<file path="config.mk">
export PLATFORM = sky130hd
export DESIGN_NAME = exponential_event_time_generator
export DESIGN_NICKNAME = d
export VERILOG_FILES = /design/src/sv/eetg_pkg.sv /design/src/sv/eetg_front.sv /design/src/sv/eetg_back.sv /design/src/sv/exponential_event_time_generator.sv
export SDC_FILE = /design/constraint.sdc
export NUM_CORES = 2
export LEC_CHECK = 0
export BUFFER_PORTS_ARGS = -buffer_cell sky130_fd_sc_hd__buf_2
export CAP_MARGIN = 40
export CORE_MARGIN = 5
export CORE_UTILIZATION = 60
export CTS_CLUSTER_SIZE = 12
export DETAILED_ROUTE_END_ITERATION = 16
export HOLD_SLACK_MARGIN = 0.02
export PLACE_DENSITY = 0.87
export SLEW_MARGIN = 20
export SYNTH_ARGS = -nofsm -noshare
export SYNTH_HDL_FRONTEND = slang
export SYNTH_SLANG_ARGS = --single-unit
</file>
<file path="constraint.sdc">
create_clock -name clk -period 7.65 [get_ports clk]
set_clock_uncertainty 0.15 [all_clocks]
set_input_delay 0.3825 -clock clk [delete_from_list [all_inputs] [get_ports clk]]
set_output_delay 0.3825 -clock clk [all_outputs]
set_load 0.1 [all_outputs]
</file>
<file path="src/sv/eetg_pkg.sv">
`default_nettype none
package eetg_pkg;

    localparam int CFG_DATA_W = 32;
    localparam int CFG_ADDR_W = 4;
    localparam int MEAN_W     = 20;
    localparam int GAP_W      = 20;
    localparam int COUNT_W    = 13;
    localparam int TIME_W     = 32;
    localparam int LFSR_W     = 16;
    localparam int ADDR_W     = 16;
    localparam int IDX_W      = 12;
    localparam int POS_W      = 13;
    localparam int CHAN_W     = 2;
    localparam int EXP_W      = 4;
    localparam int L2_W       = EXP_W + LFSR_W;
    localparam int LN_W       = 20;
    localparam int MANT_W     = 32;
    localparam int PROD_W     = MEAN_W + LN_W;

    localparam logic [1:0] REG_MEAN  = 2'd0;
    localparam logic [1:0] REG_MIN   = 2'd1;
    localparam logic [1:0] REG_COUNT = 2'd2;
    localparam logic [1:0] REG_START = 2'd3;

    localparam logic [MEAN_W-1:0]  MEAN_RESET  = 20'd1000;
    localparam logic [GAP_W-1:0]   MIN_RESET   = 20'd100;
    localparam logic [COUNT_W-1:0] COUNT_RESET = 13'd4096;
    localparam logic [TIME_W-1:0]  START_RESET = 32'd1000000;

    localparam logic [LFSR_W-1:0] LFSR_SEED  = 16'hACE1;
    localparam logic [LFSR_W-1:0] LFSR_FULL  = 16'hFFFF;
    localparam logic [ADDR_W-1:0] BLOCK_STEP = 16'h0100;
    localparam logic [ADDR_W-1:0] BLOCK_LAST = 16'hC600;
    localparam logic [15:0]       LN2_Q16    = 16'd45426;
    localparam int                FRAC_BITS  = 16;

    typedef struct packed {
        logic [MEAN_W-1:0]  mean_interval;
        logic [GAP_W-1:0]   min_gap;
        logic [COUNT_W-1:0] event_count;
        logic               start_load;
        logic [TIME_W-1:0]  start_time;
    } cfg_t;

    typedef struct packed {
        logic busy;
        logic drawing;
    } back_status_t;

    // elaboration-time ln in q4.16, same arithmetic as the draw engine
    function automatic logic [LN_W-1:0] ln_q16(input logic [LFSR_W-1:0] x);
        logic [EXP_W-1:0]  e;
        logic [63:0]       m;
        logic [FRAC_BITS-1:0] frac;
        logic [35:0]       p;
        e = '0;
        frac = '0;
        for (int i = 0; i < LFSR_W; i++)
        begin
            if (x[i])
                e = EXP_W'(i);
        end
        m = 64'(x) << (30 - int'(e));
        for (int i = 0; i < FRAC_BITS; i++)
        begin
            m = (m * m) >> 30;
            frac = {frac[FRAC_BITS-2:0], 1'b0};
            if (m >= 64'h8000_0000)
            begin
                m = m >> 1;
                frac[0] = 1'b1;
            end
        end
        p = 36'({e, frac}) * 36'(LN2_Q16) + 36'd32768;
        return p[35:16];
    endfunction

    localparam logic [LN_W-1:0] LN_FULL = ln_q16(LFSR_FULL);

endpackage
`default_nettype wire

</file>
<file path="src/sv/eetg_front.sv">
`default_nettype none
module eetg_front #(
    parameter int NUM_CHANNELS = 3,
    parameter int CH_W = 2
) (
    input  wire logic                          clk,
    input  wire logic                          rst_n,
    input  wire logic                          in_valid,
    output logic                               in_ready,
    input  wire logic [eetg_pkg::CHAN_W-1:0]   channel,
    output logic                               q_valid,
    input  wire logic                          q_ready,
    output logic [CH_W-1:0]                    q_ch
);

    logic [CH_W-1:0] mem_reg [2];
    logic            wr_ptr_reg;
    logic            rd_ptr_reg;
    logic [1:0]      count_reg;
    logic            in_range;
    logic            push;
    logic            pop;

    assign in_range = (32'(channel) < NUM_CHANNELS);
    assign in_ready = (count_reg != 2'd2);
    // out-of-range channels are taken and dropped
    assign push     = in_valid && in_ready && in_range;
    assign q_valid  = (count_reg != 2'd0);
    assign pop      = q_valid && q_ready;
    assign q_ch     = mem_reg[rd_ptr_reg];

    always_ff @(posedge clk or negedge rst_n)
    begin
        if (!rst_n)
        begin
            wr_ptr_reg <= 1'b0;
            rd_ptr_reg <= 1'b0;
            count_reg  <= 2'd0;
        end
        else
        begin
            if (push)
                wr_ptr_reg <= !wr_ptr_reg;
            if (pop)
                rd_ptr_reg <= !rd_ptr_reg;
            if (push && !pop)
                count_reg <= count_reg + 2'd1;
            else if (pop && !push)
                count_reg <= count_reg - 2'd1;
        end
    end

    always_ff @(posedge clk)
    begin
        if (push)
            mem_reg[wr_ptr_reg] <= CH_W'(channel);
    end

endmodule
`default_nettype wire

</file>
<file path="src/sv/eetg_back.sv">
`default_nettype none
module eetg_back #(
    parameter int NUM_CHANNELS = 3,
    parameter int MAX_DRAWS = 64,
    parameter int MAX_EVENTS = 4096,
    parameter int CH_W = 2
) (
    input  wire logic                             clk,
    input  wire logic                             rst_n,
    input  wire eetg_pkg::cfg_t                   cfg,
    input  wire logic                             q_valid,
    output logic                                  q_ready,
    input  wire logic [CH_W-1:0]                  q_ch,
    output logic                                  out_valid,
    input  wire logic                             out_ready,
    output logic [eetg_pkg::TIME_W-1:0]           timestamp,
    output logic [eetg_pkg::ADDR_W-1:0]           first_block_address,
    output logic [eetg_pkg::ADDR_W-1:0]           second_block_address,
    output logic [eetg_pkg::IDX_W-1:0]            event_index,
    output logic                                  gave_up,
    output eetg_pkg::back_status_t                status
);

    localparam int DRAW_W = $clog2(MAX_DRAWS + 1);
    localparam int LIM_W  = $clog2(MAX_EVENTS + 1) > eetg_pkg::POS_W ?
                            $clog2(MAX_EVENTS + 1) : eetg_pkg::POS_W;
    localparam logic [DRAW_W-1:0] LAST_DRAW = DRAW_W'(MAX_DRAWS - 1);
    localparam logic [LIM_W-1:0]  MAX_EV    = LIM_W'(MAX_EVENTS);

    typedef enum logic [2:0] {
        S_IDLE, S_STEP, S_SQ, S_LN, S_NL, S_MUL, S_CHECK, S_DONE
    } state_t;

    state_t state_reg;

    logic [eetg_pkg::LFSR_W-1:0] lfsr_reg  [NUM_CHANNELS];
    logic [eetg_pkg::TIME_W-1:0] last_reg  [NUM_CHANNELS];
    logic [eetg_pkg::ADDR_W-1:0] blk_reg   [NUM_CHANNELS];
    logic [eetg_pkg::POS_W-1:0]  pos_reg   [NUM_CHANNELS];

    logic [CH_W-1:0]                 ch_reg;
    logic [DRAW_W-1:0]               draws_reg;
    logic [eetg_pkg::EXP_W-1:0]      exp_reg;
    logic [eetg_pkg::MANT_W-1:0]     mant_reg;
    logic [eetg_pkg::FRAC_BITS-1:0]  frac_reg;
    logic [3:0]                      iter_reg;
    logic [eetg_pkg::LN_W-1:0]       ln_reg;
    logic [eetg_pkg::LN_W-1:0]       nl_reg;
    logic [eetg_pkg::PROD_W-1:0]     prod_reg;
    logic                            ok_reg;
    logic                            out_valid_reg;
    logic [eetg_pkg::TIME_W-1:0]     ts_reg;
    logic [eetg_pkg::ADDR_W-1:0]     first_reg;
    logic [eetg_pkg::ADDR_W-1:0]     second_reg;
    logic [eetg_pkg::IDX_W-1:0]      idx_reg;
    logic                            gave_up_reg;

    logic [eetg_pkg::LFSR_W-1:0] cur_s;
    logic [eetg_pkg::LFSR_W-1:0] step_s;
    logic [eetg_pkg::EXP_W-1:0]  lead;
    logic [63:0]                 sq;
    logic [eetg_pkg::MANT_W-1:0] sq_t;
    logic [35:0]                 ln_p;
    logic [23:0]                 gap;
    logic [eetg_pkg::ADDR_W-1:0] blk_first;
    logic [eetg_pkg::ADDR_W-1:0] blk_second;
    logic [LIM_W-1:0]            limit;
    logic [LIM_W-1:0]            pos_inc;
    logic                        emit;

    assign cur_s  = lfsr_reg[ch_reg];
    assign step_s = {cur_s[0] ^ cur_s[2] ^ cur_s[3] ^ cur_s[5], cur_s[15:1]};

    always_comb
    begin
        lead = '0;
        for (int i = 0; i < eetg_pkg::LFSR_W; i++)
        begin
            if (step_s[i])
                lead = eetg_pkg::EXP_W'(i);
        end
    end

    // one squaring per cycle gives one fraction bit of log2
    assign sq   = 64'(mant_reg) * 64'(mant_reg);
    assign sq_t = sq[61:30];
    assign ln_p = 36'({exp_reg, frac_reg}) * 36'(eetg_pkg::LN2_Q16) + 36'd32768;
    assign gap  = prod_reg[eetg_pkg::PROD_W-1:16];

    assign blk_first  = (blk_reg[ch_reg] > eetg_pkg::BLOCK_LAST) ? '0 : blk_reg[ch_reg];
    assign blk_second = blk_first + eetg_pkg::BLOCK_STEP;
    assign limit      = (LIM_W'(cfg.event_count) < MAX_EV) ? LIM_W'(cfg.event_count) : MAX_EV;
    assign pos_inc    = LIM_W'(pos_reg[ch_reg]) + LIM_W'(1);

    assign emit    = (state_reg == S_DONE) && (!out_valid_reg || out_ready);
    assign q_ready = (state_reg == S_IDLE);

    always_ff @(posedge clk or negedge rst_n)
    begin
        if (!rst_n)
        begin
            state_reg     <= S_IDLE;
            out_valid_reg <= 1'b0;
            ch_reg        <= '0;
            draws_reg     <= '0;
            iter_reg      <= '0;
            ok_reg        <= 1'b0;
            for (int c = 0; c < NUM_CHANNELS; c++)
            begin
                lfsr_reg[c] <= eetg_pkg::LFSR_SEED;
                last_reg[c] <= eetg_pkg::START_RESET;
                blk_reg[c]  <= '0;
                pos_reg[c]  <= '0;
            end
        end
        else
        begin
            if (out_valid_reg && out_ready && !emit)
                out_valid_reg <= 1'b0;
            if (cfg.start_load)
            begin
                for (int c = 0; c < NUM_CHANNELS; c++)
                    last_reg[c] <= cfg.start_time;
            end
            case (state_reg)
                S_IDLE:
                begin
                    if (q_valid)
                    begin
                        ch_reg    <= q_ch;
                        draws_reg <= '0;
                        state_reg <= S_STEP;
                    end
                end
                S_STEP:
                begin
                    lfsr_reg[ch_reg] <= step_s;
                    if (step_s == '0)
                    begin
                        nl_reg    <= eetg_pkg::LN_FULL;
                        state_reg <= S_MUL;
                    end
                    else
                    begin
                        exp_reg   <= lead;
                        mant_reg  <= eetg_pkg::MANT_W'(step_s) << (5'd30 - {1'b0, lead});
                        frac_reg  <= '0;
                        iter_reg  <= '0;
                        state_reg <= S_SQ;
                    end
                end
                S_SQ:
                begin
                    if (sq_t[31])
                    begin
                        mant_reg <= sq_t >> 1;
                        frac_reg <= {frac_reg[eetg_pkg::FRAC_BITS-2:0], 1'b1};
                    end
                    else
                    begin
                        mant_reg <= sq_t;
                        frac_reg <= {frac_reg[eetg_pkg::FRAC_BITS-2:0], 1'b0};
                    end
                    iter_reg <= iter_reg + 4'd1;
                    if (iter_reg == 4'd15)
                        state_reg <= S_LN;
                end
                S_LN:
                begin
                    ln_reg    <= ln_p[35:16];
                    state_reg <= S_NL;
                end
                S_NL:
                begin
                    nl_reg    <= (ln_reg > eetg_pkg::LN_FULL) ? '0 : eetg_pkg::LN_FULL - ln_reg;
                    state_reg <= S_MUL;
                end
                S_MUL:
                begin
                    prod_reg  <= eetg_pkg::PROD_W'(cfg.mean_interval) *
                                 eetg_pkg::PROD_W'(nl_reg);
                    state_reg <= S_CHECK;
                end
                S_CHECK:
                begin
                    if (gap >= 24'(cfg.min_gap))
                    begin
                        ok_reg    <= 1'b1;
                        state_reg <= S_DONE;
                    end
                    else if (draws_reg == LAST_DRAW)
                    begin
                        ok_reg    <= 1'b0;
                        state_reg <= S_DONE;
                    end
                    else
                    begin
                        draws_reg <= draws_reg + DRAW_W'(1);
                        state_reg <= S_STEP;
                    end
                end
                S_DONE:
                begin
                    if (emit)
                    begin
                        last_reg[ch_reg] <= last_reg[ch_reg] + eetg_pkg::TIME_W'(gap);
                        blk_reg[ch_reg]  <= blk_second + eetg_pkg::BLOCK_STEP;
                        pos_reg[ch_reg]  <= (pos_inc >= limit) ? '0
                                            : eetg_pkg::POS_W'(pos_inc);
                        ts_reg        <= last_reg[ch_reg] + eetg_pkg::TIME_W'(gap);
                        first_reg     <= blk_first;
                        second_reg    <= blk_second;
                        idx_reg       <= pos_reg[ch_reg][eetg_pkg::IDX_W-1:0];
                        gave_up_reg   <= !ok_reg;
                        out_valid_reg <= 1'b1;
                        state_reg     <= S_IDLE;
                    end
                end
                default:
                begin
                    state_reg <= S_IDLE;
                end
            endcase
        end
    end

    assign out_valid            = out_valid_reg;
    assign timestamp            = ts_reg;
    assign first_block_address  = first_reg;
    assign second_block_address = second_reg;
    assign event_index          = idx_reg;
    assign gave_up              = gave_up_reg;
    assign status.busy          = (state_reg != S_IDLE);
    assign status.drawing       = (state_reg != S_IDLE) && (state_reg != S_DONE);

endmodule
`default_nettype wire

</file>
<file path="src/sv/exponential_event_time_generator.sv">
// channel   direction  handshake         payload
// request   in         in_valid/ready    channel
// result    out        out_valid/ready   timestamp, block addresses, event_index, gave_up
// config    in         apb write/read    mean, min gap, event count, start time
//
// each draw is an lfsr step, 16 squarings in one shared multiplier for log2,
// ln scale, negate, mean multiply and compare; an item takes one to
// MAX_DRAWS draws plus the done and idle hand-off states. rst_n loads lfsr seeds and
// per-channel state at once. a two-entry request queue lets requests arrive while
// a draw runs; a held result stalls only the final write-back.
`default_nettype none
module exponential_event_time_generator #(
    parameter int NUM_CHANNELS = 3,
    parameter int MAX_DRAWS = 64,
    parameter int MAX_EVENTS = 4096
) (
    input  wire logic                                 clk,
    input  wire logic                                 rst_n,
    input  wire logic                                 in_valid,
    output logic                                      in_ready,
    input  wire logic [eetg_pkg::CHAN_W-1:0]          channel,
    output logic                                      out_valid,
    input  wire logic                                 out_ready,
    output logic [eetg_pkg::TIME_W-1:0]               timestamp,
    output logic [eetg_pkg::ADDR_W-1:0]               first_block_address,
    output logic [eetg_pkg::ADDR_W-1:0]               second_block_address,
    output logic [eetg_pkg::IDX_W-1:0]                event_index,
    output logic                                      gave_up,
    input  wire logic                                 psel,
    input  wire logic                                 penable,
    input  wire logic                                 pwrite,
    input  wire logic [eetg_pkg::CFG_ADDR_W-1:0]      paddr,
    input  wire logic [eetg_pkg::CFG_DATA_W-1:0]      pwdata,
    output logic [eetg_pkg::CFG_DATA_W-1:0]           prdata,
    output logic                                      pready
);

    localparam int CH_W = (NUM_CHANNELS > 1) ? $clog2(NUM_CHANNELS) : 1;

    logic [eetg_pkg::MEAN_W-1:0]  mean_reg;
    logic [eetg_pkg::GAP_W-1:0]   min_reg;
    logic [eetg_pkg::COUNT_W-1:0] count_reg;
    logic [eetg_pkg::TIME_W-1:0]  start_reg;
    logic                         wr_en;
    logic [1:0]                   reg_sel;
    eetg_pkg::cfg_t               cfg;
    eetg_pkg::back_status_t       status;
    logic                         q_valid;
    logic                         q_ready;
    logic [CH_W-1:0]              q_ch;

    assign pready  = 1'b1;
    assign reg_sel = paddr[3:2];
    assign wr_en   = psel && penable && pwrite && pready;

    always_ff @(posedge clk or negedge rst_n)
    begin
        if (!rst_n)
        begin
            mean_reg  <= eetg_pkg::MEAN_RESET;
            min_reg   <= eetg_pkg::MIN_RESET;
            count_reg <= eetg_pkg::COUNT_RESET;
            start_reg <= eetg_pkg::START_RESET;
        end
        else if (wr_en)
        begin
            case (reg_sel)
                eetg_pkg::REG_MEAN:  mean_reg  <= pwdata[eetg_pkg::MEAN_W-1:0];
                eetg_pkg::REG_MIN:   min_reg   <= pwdata[eetg_pkg::GAP_W-1:0];
                eetg_pkg::REG_COUNT: count_reg <= pwdata[eetg_pkg::COUNT_W-1:0];
                eetg_pkg::REG_START: start_reg <= pwdata;
                default: ;
            endcase
        end
    end

    always_comb
    begin
        case (reg_sel)
            eetg_pkg::REG_MEAN:  prdata = 32'(mean_reg);
            eetg_pkg::REG_MIN:   prdata = 32'(min_reg);
            eetg_pkg::REG_COUNT: prdata = 32'(count_reg);
            eetg_pkg::REG_START: prdata = start_reg;
            default:             prdata = '0;
        endcase
    end

    assign cfg.mean_interval = mean_reg;
    assign cfg.min_gap       = min_reg;
    assign cfg.event_count   = count_reg;
    assign cfg.start_load    = wr_en && (reg_sel == eetg_pkg::REG_START);
    assign cfg.start_time    = pwdata;

    eetg_front #(
        .NUM_CHANNELS (NUM_CHANNELS),
        .CH_W         (CH_W)
    ) u_front (
        .clk      (clk),
        .rst_n    (rst_n),
        .in_valid (in_valid),
        .in_ready (in_ready),
        .channel  (channel),
        .q_valid  (q_valid),
        .q_ready  (q_ready),
        .q_ch     (q_ch)
    );

    eetg_back #(
        .NUM_CHANNELS (NUM_CHANNELS),
        .MAX_DRAWS    (MAX_DRAWS),
        .MAX_EVENTS   (MAX_EVENTS),
        .CH_W         (CH_W)
    ) u_back (
        .clk                  (clk),
        .rst_n                (rst_n),
        .cfg                  (cfg),
        .q_valid              (q_valid),
        .q_ready              (q_ready),
        .q_ch                 (q_ch),
        .out_valid            (out_valid),
        .out_ready            (out_ready),
        .timestamp            (timestamp),
        .first_block_address  (first_block_address),
        .second_block_address (second_block_address),
        .event_index          (event_index),
        .gave_up              (gave_up),
        .status               (status)
    );

`ifndef SYNTHESIS
    a_full_has_item: assert property (@(posedge clk) disable iff (!rst_n)
        !in_ready |-> q_valid)
        else $error("queue full but empty");
    a_pop_starts_back: assert property (@(posedge clk) disable iff (!rst_n)
        q_valid && q_ready |=> status.busy && status.drawing)
        else $error("popped item not started");
    a_pop_only_idle: assert property (@(posedge clk) disable iff (!rst_n)
        q_ready |-> !status.busy)
        else $error("queue popped while busy");
`endif

endmodule
`default_nettype wire
</file>
# --- Yosys cells after proc, flatten, opt, wreduce, memory -nomap -nowiden ---
# Memory sizes are Yosys's and may differ from the RTL's. A register that Yosys moved wholly into a read port is not among the register bits.
# Cells that the tools add are included.
totals:
  wordCells: 205
  input_bits: 45
  mem_bits_rw: 4
  mem_count: 1
  register_bits: 545
op_classes:
  reduce_logical: 46
  n_lt_le_gt_ge: 8
  mul: 3
  eq_ne: 20
  shift: 1
  n_addsub: 11
  mux: 75
  n_bitwise: 5
memory_table:
  columns: ["memory", "depth", "width", "rd", "rd_clocked_by_memory_dff", "wr", "line_no", "source"]
  rows:
  - ["u_front.mem_reg", 2, 2, 1, 1, 1, "eetg_front.sv:16", "logic [CH_W-1:0] mem_reg [2];"]
ops:
  columns: ["operator", "n"]
  rows:
  - ["two-way mux 96 bit", 3]
  - ["two-way mux 32 bit", 4]
  - ["one-hot mux 32 bit (4 select lines)", 1]
  - ["two-way mux 16 bit", 7]
  - ["bitwise mux 48 bit", 2]
  - ["bitwise mux 96 bit", 1]
  - ["two-way mux 13 bit", 5]
  - ["binary-select mux 16 bit (select 2 bit)", 2]
  - ["binary-select mux 32 bit (select 2 bit)", 1]
  - ["demux 32 bit (select 2 bit)", 1]
  - ["one-hot mux 32 bit (2 select lines)", 1]
  - ["multiplier 32 x 32 -> 62 bit", 1]
  - ["two-way mux 4 bit", 15]
  - ["multiplier 20 x 20 -> 40 bit", 1]
  - ["two-way mux 20 bit", 2]
  - ["one-hot mux 20 bit (2 select lines)", 1]
  - ["bitwise mux 39 bit", 1]
  - ["adder 36 x 16 -> 36 bit (second input constant)", 1]
  - ["multiplier 20 x 15 -> 35 bit (second input constant)", 1]
  - ["adder 16 x 9 -> 16 bit (second input constant)", 2]
  - ["adder 32 x 24 -> 32 bit", 1]
  - ["demux 16 bit (select 2 bit)", 1]
  - ["one-hot mux 16 bit (2 select lines)", 1]
  - ["left shift 16 x 5 -> 32 bit", 1]
  - ["other kinds (47)", 112]

# --- Longest topological paths before layout ---
depth:
  depth_word: 23
  mapped_depth: 31

# --- By module ---
# Synthesis repeated with hierarchy kept, for this count alone.
unflattened:
  hier_cells: 7625
  hier_area_um2: 73304.1
modules_own_cells:
  columns: ["mod", "instances", "area_each_um2", "cells_per_inst"]
  rows:
  - ["eetg_back", 1, 69092.5, 7357]
  - ["exponential_event_time_generator", 1, 3838.7, 242]
  - ["eetg_front", 1, 372.9, 26]

# --- Least setup slack after synthesis ---
# OpenSTA, ideal clock, no wires.
synth_path:
  kind: "reg-to-reg"
  startpoint: "register u_back.mant_reg[8] (netlist bit)"
  endpoint: "register u_back.mant_reg[26] (netlist bit), data pin"
  stages_incl_launch_ff: 30
  t_arrival_ns: 7.772
  path_slack_ns: -0.548
  synth_period_minus_slack_ns: 8.198
  path_cell_list: "edfxtp_1 > clkbuf_1 > clkbuf_1 > nand2_1 > fa_1 > fa_1 > inv_1 > fa_1 > inv_1 > fa_1 > inv_1 > fa_1 > fa_1 > fa_1 > inv_1 > fa_1 > inv_1 > ha_1 > and4_1 > and3_1 > nand2_1 > nor4_1 > a31oi_1 > o31ai_1 > o211a_1 > o211ai_2 > buf_2 > mux2i_1 > o2111ai_1 > o221ai_1"
synth_via:
  elab_chain_cells: 3
synth_lines:
  columns: ["element", "line_no", "source"]
  rows:
  - ["from (decl)", "eetg_back.sv:44", "logic [eetg_pkg::MANT_W-1:0] mant_reg;"]
  - ["from (signal assigned)", "eetg_back.sv:146", "mant_reg <= eetg_pkg::MANT_W'(step_s) << (5'd30 - {1'b0, lead});"]
  - ["from (signal assigned)", "eetg_back.sv:156", "mant_reg <= sq_t >> 1;"]
  - ["from (signal assigned)", "eetg_back.sv:161", "mant_reg <= sq_t;"]
  - ["multiplier 32 x 32 -> 62 bit", "eetg_back.sv:85", "assign sq = 64'(mant_reg) * 64'(mant_reg);"]
  - ["two-way mux 31 bit", "eetg_back.sv:154", "if (sq_t[31])"]
  - ["one-hot mux 32 bit (2 select lines)", "eetg_back.sv:125", "case (state_reg)"]
# Every way passes these cells.
# A chain may end at the register's enable or synchronous reset.

# --- Worst setup path in the final report ---
layout_path:
  startpoint: "register u_back.mant_reg[25] (netlist bit)"
  endpoint: "register u_back.mant_reg[24] (netlist bit), data pin"
# Same word-level chain as after synthesis.

==> results.yml <==
synth:
  yosys.area.top_type: "fa_1"
  synth-edff-count: 189
  yosys.area.top_type_share: 0.334
  yosys-top-cells-area: "fa_1 (33%), ha_1 (11%), dfrtp_1 (9.5%), inv_1 (8.1%), edfxtp_1 (7.8%)"
  ys.flop_type: "dfrtp_1"
  avgSynthCellArea_um2: 9.74
  netlist_area_um2: 72400
  ys_ff_latch: 527
  yosys_warnings: 0
  async_reset_ff_frac: 0.641
  netlist_instances: 7438
  synth-seq-area-share: 0.196
  synth_fp_nets: 9320
  synth_cell_types: 104
global_routing:
  overflow: 0
  grt_pass1_vias: 63700
  grt_max_degree: 170
  grt_pass1_wl_um: 335000
  gr-usage-all-layers: 0.331
  antenna_found_initial: 10
placed_design:
  place_area_um2: 78800
  place.gp.congestion: 0.966
  io_buffer_count: 153
  dpl_worst_slack_ps: -1230
  dp_hpwl_um: 155000
final_layout:
  area_growth_syn_to_layout_pct: 14.7
  fin_area_um2: 83000
  largest_register_ff_count: 96
  utilization: 0.692
  num-fill-cells: 7782
  fin_nets: 9872
  drive_gt1_frac: 0.161
outcome:
  violations: "setup timing"
  status: "finished with violations"
critical_path:
  crit_type: "reg -> reg"
  cp.required_ps: 7870
  crit_arrival_ps: 8670
  worstPathMaxFanout: 5
  max_stage_delay_ps: 590
  slowest_stage: "fa_2"
  end_kind: "flop"
  start_kind: "flop"
  crit_top_cell: "fa_1"
  r2r_start: "u_back.mant_reg[25]"
  crit_start: "u_back.mant_reg[25]"
route:
  drt-initial-drc-count: 6773
  vias_per_cell: 6.04
  vias: 58300
  ant_nets: 0
  wl_per_cell_um: 22.3
  firstDrtPassIters: 10
  drt-total-wl_um: 215000
  drc: 0
sta:
  hold_viol: 0
  timing.fmax_mhz: 118
  setup_viol: 39
  relSlewSlack: 0.296
  finalMaxSlewViolations: 0
  min_period_ps: 8450
  fin_ws_ps: -805
  rsz0062_at_grt: "true"
  worstMarginPinSlew_ps: 1060
  whs_ps: 33.8
  period_share: 1.11
clock_network:
  cts_tree: "built"
  cts_sinks: 527
  clk_pin_slew_worst_paths_ps: 60
  clkLatencyLatePin_ps: 650
  cts.htree.levels: 2
  clk_path_buf_depth: 3
  root_buffer: "clkbuf_16"
  numCtsBuffers: 55
hold_path:
  min_from: "pwdata[20]"
  hp-class: "in -> reg"
floorplanning:
  die_x_um: 357
  num_io_pins: 157
  fp.dieH_um: 357
  rows: 127
  initial_core_util: 0.604
  core_um2: 120000
  die-area_um2: 128000
flow_run:
  drv_cap: 0
==> routing by layer <==
layer	track usage	wire length (um)	vias up
met5	0	287	-
met4	0.186	17600	18
met3	0.0784	22900	1364
met2	0.544	100000	3805
met1	0.405	74000	28800
li1	-	-	24300
==> final timing paths <==
kind,slack [ps],cells after the start,to
setup / recovery,-800,30,u_back.mant_reg[24]
hold / removal,30,3,start_reg[20]
setup reg to reg,-800,30,u_back.mant_reg[24]
hold reg to reg,330,2,u_back.pos_reg[8]
max in group asynchronous,5610,3,mean_reg[10]
min in group asynchronous,230,2,u_back.pos_reg[37]
==> critical path, delay by kind of cell (launching register included) <==
family | cells | cell delay [ps]
adders and majority gates | 9 | 4150
AOI/OAI and AO/OA | 8 | 1290
buffers and inverters | 8 | 1030
and+or+nand+nor | 3 | 590
DFF | 1 | 530
xor gates and xnor gates | 1 | 250
muxes | 1 | 180
==> through the flow <==
step / std cells / setup TNS [ps]
after floorplan: 7438 / -74.7
after global placement: 9424 / -36270
after detailed placement: 9431 / -36870
after CTS: 9618 / -14700
after global routing: 9650 / -29540
final: 9652 / -23420
==> synth_stat cells (all sizes together), types with 42 or more instances <==
cell type,number
o31ai,50
a21oi,235
a21o,101
nand3,47
xnor2,122
ha,627
dfstp,62
buf,52
o21ai,284
edfxtp,189
xor2,87
fa,1210
a211oi,42
mux2i,129
nand2,943
nor2,194
dfrtp,276
and2,416
clkbuf,288
mux2,73
inv,1561
==> cell usage in the layout, fill, tap and decap left out, types with 101 or more instances in the layout <==
| master | Yosys | final |
|---|---|---|
| and2_1 | 415 | 402 |
| ha_1 | 627 | 599 |
| mux2i_1 | 126 | 114 |
| nand2_1 | 943 | 935 |
| buf_4 | 12 | 556 |
| inv_1 | 1559 | 1544 |
| nor2_1 | 194 | 182 |
| buf_2 | 12 | 153 |
| fa_1 | 1210 | 1176 |
| edfxtp_1 | 189 | 189 |
| xnor2_1 | 120 | 117 |
| a21oi_1 | 233 | 221 |
| a21o_1 | 101 | 101 |
| o21ai_0 | 266 | 254 |
| dfrtp_1 | 276 | 271 |
==> cell families (layout without fill, tap and decap cells) <==
family / after synthesis / after routing / synth area share
buffers and inverters: 1904 / 2501 / 0.101
adders and majority gates: 1837 / 1837 / 0.443
and+or+nand+nor: 1806 / 1806 / 0.116
AOI/OAI and AO/OA: 934 / 935 / 0.0831
DFF: 527 / 527 / 0.196
muxes: 220 / 220 / 0.0352
xor gates and xnor gates: 209 / 209 / 0.0257
other: 1 / 5 / 0.0000518
==> repair_timing <==
item | in CTS | in global routing
hold endpoints to repair | 139 | 0
pin swaps | 61 | 57
setup endpoints to repair | 39 | 43
hold buffers | 26 | 0
gates cloned | 9 | 2
buffers inserted | 51 | 23
gates resized for setup | 133 | 114
==> final cells by class <==
class                      count  area [um2]  share of cell area
multi-input combinational   5008       52100               0.627
sequential                   527       14200               0.171
timing repair buffer         834        7070              0.0851
inverter                    1564        5880              0.0708
tap                         1612        2020              0.0243
clock buffer                  94        1690              0.0203
clock inverter                 9        73.8            0.000889
antenna                        4        10.0            0.000121
Power is left out: the tool's default activity adds up to more than one toggle a clock period on the data nets, which glitch-free logic cannot reach.
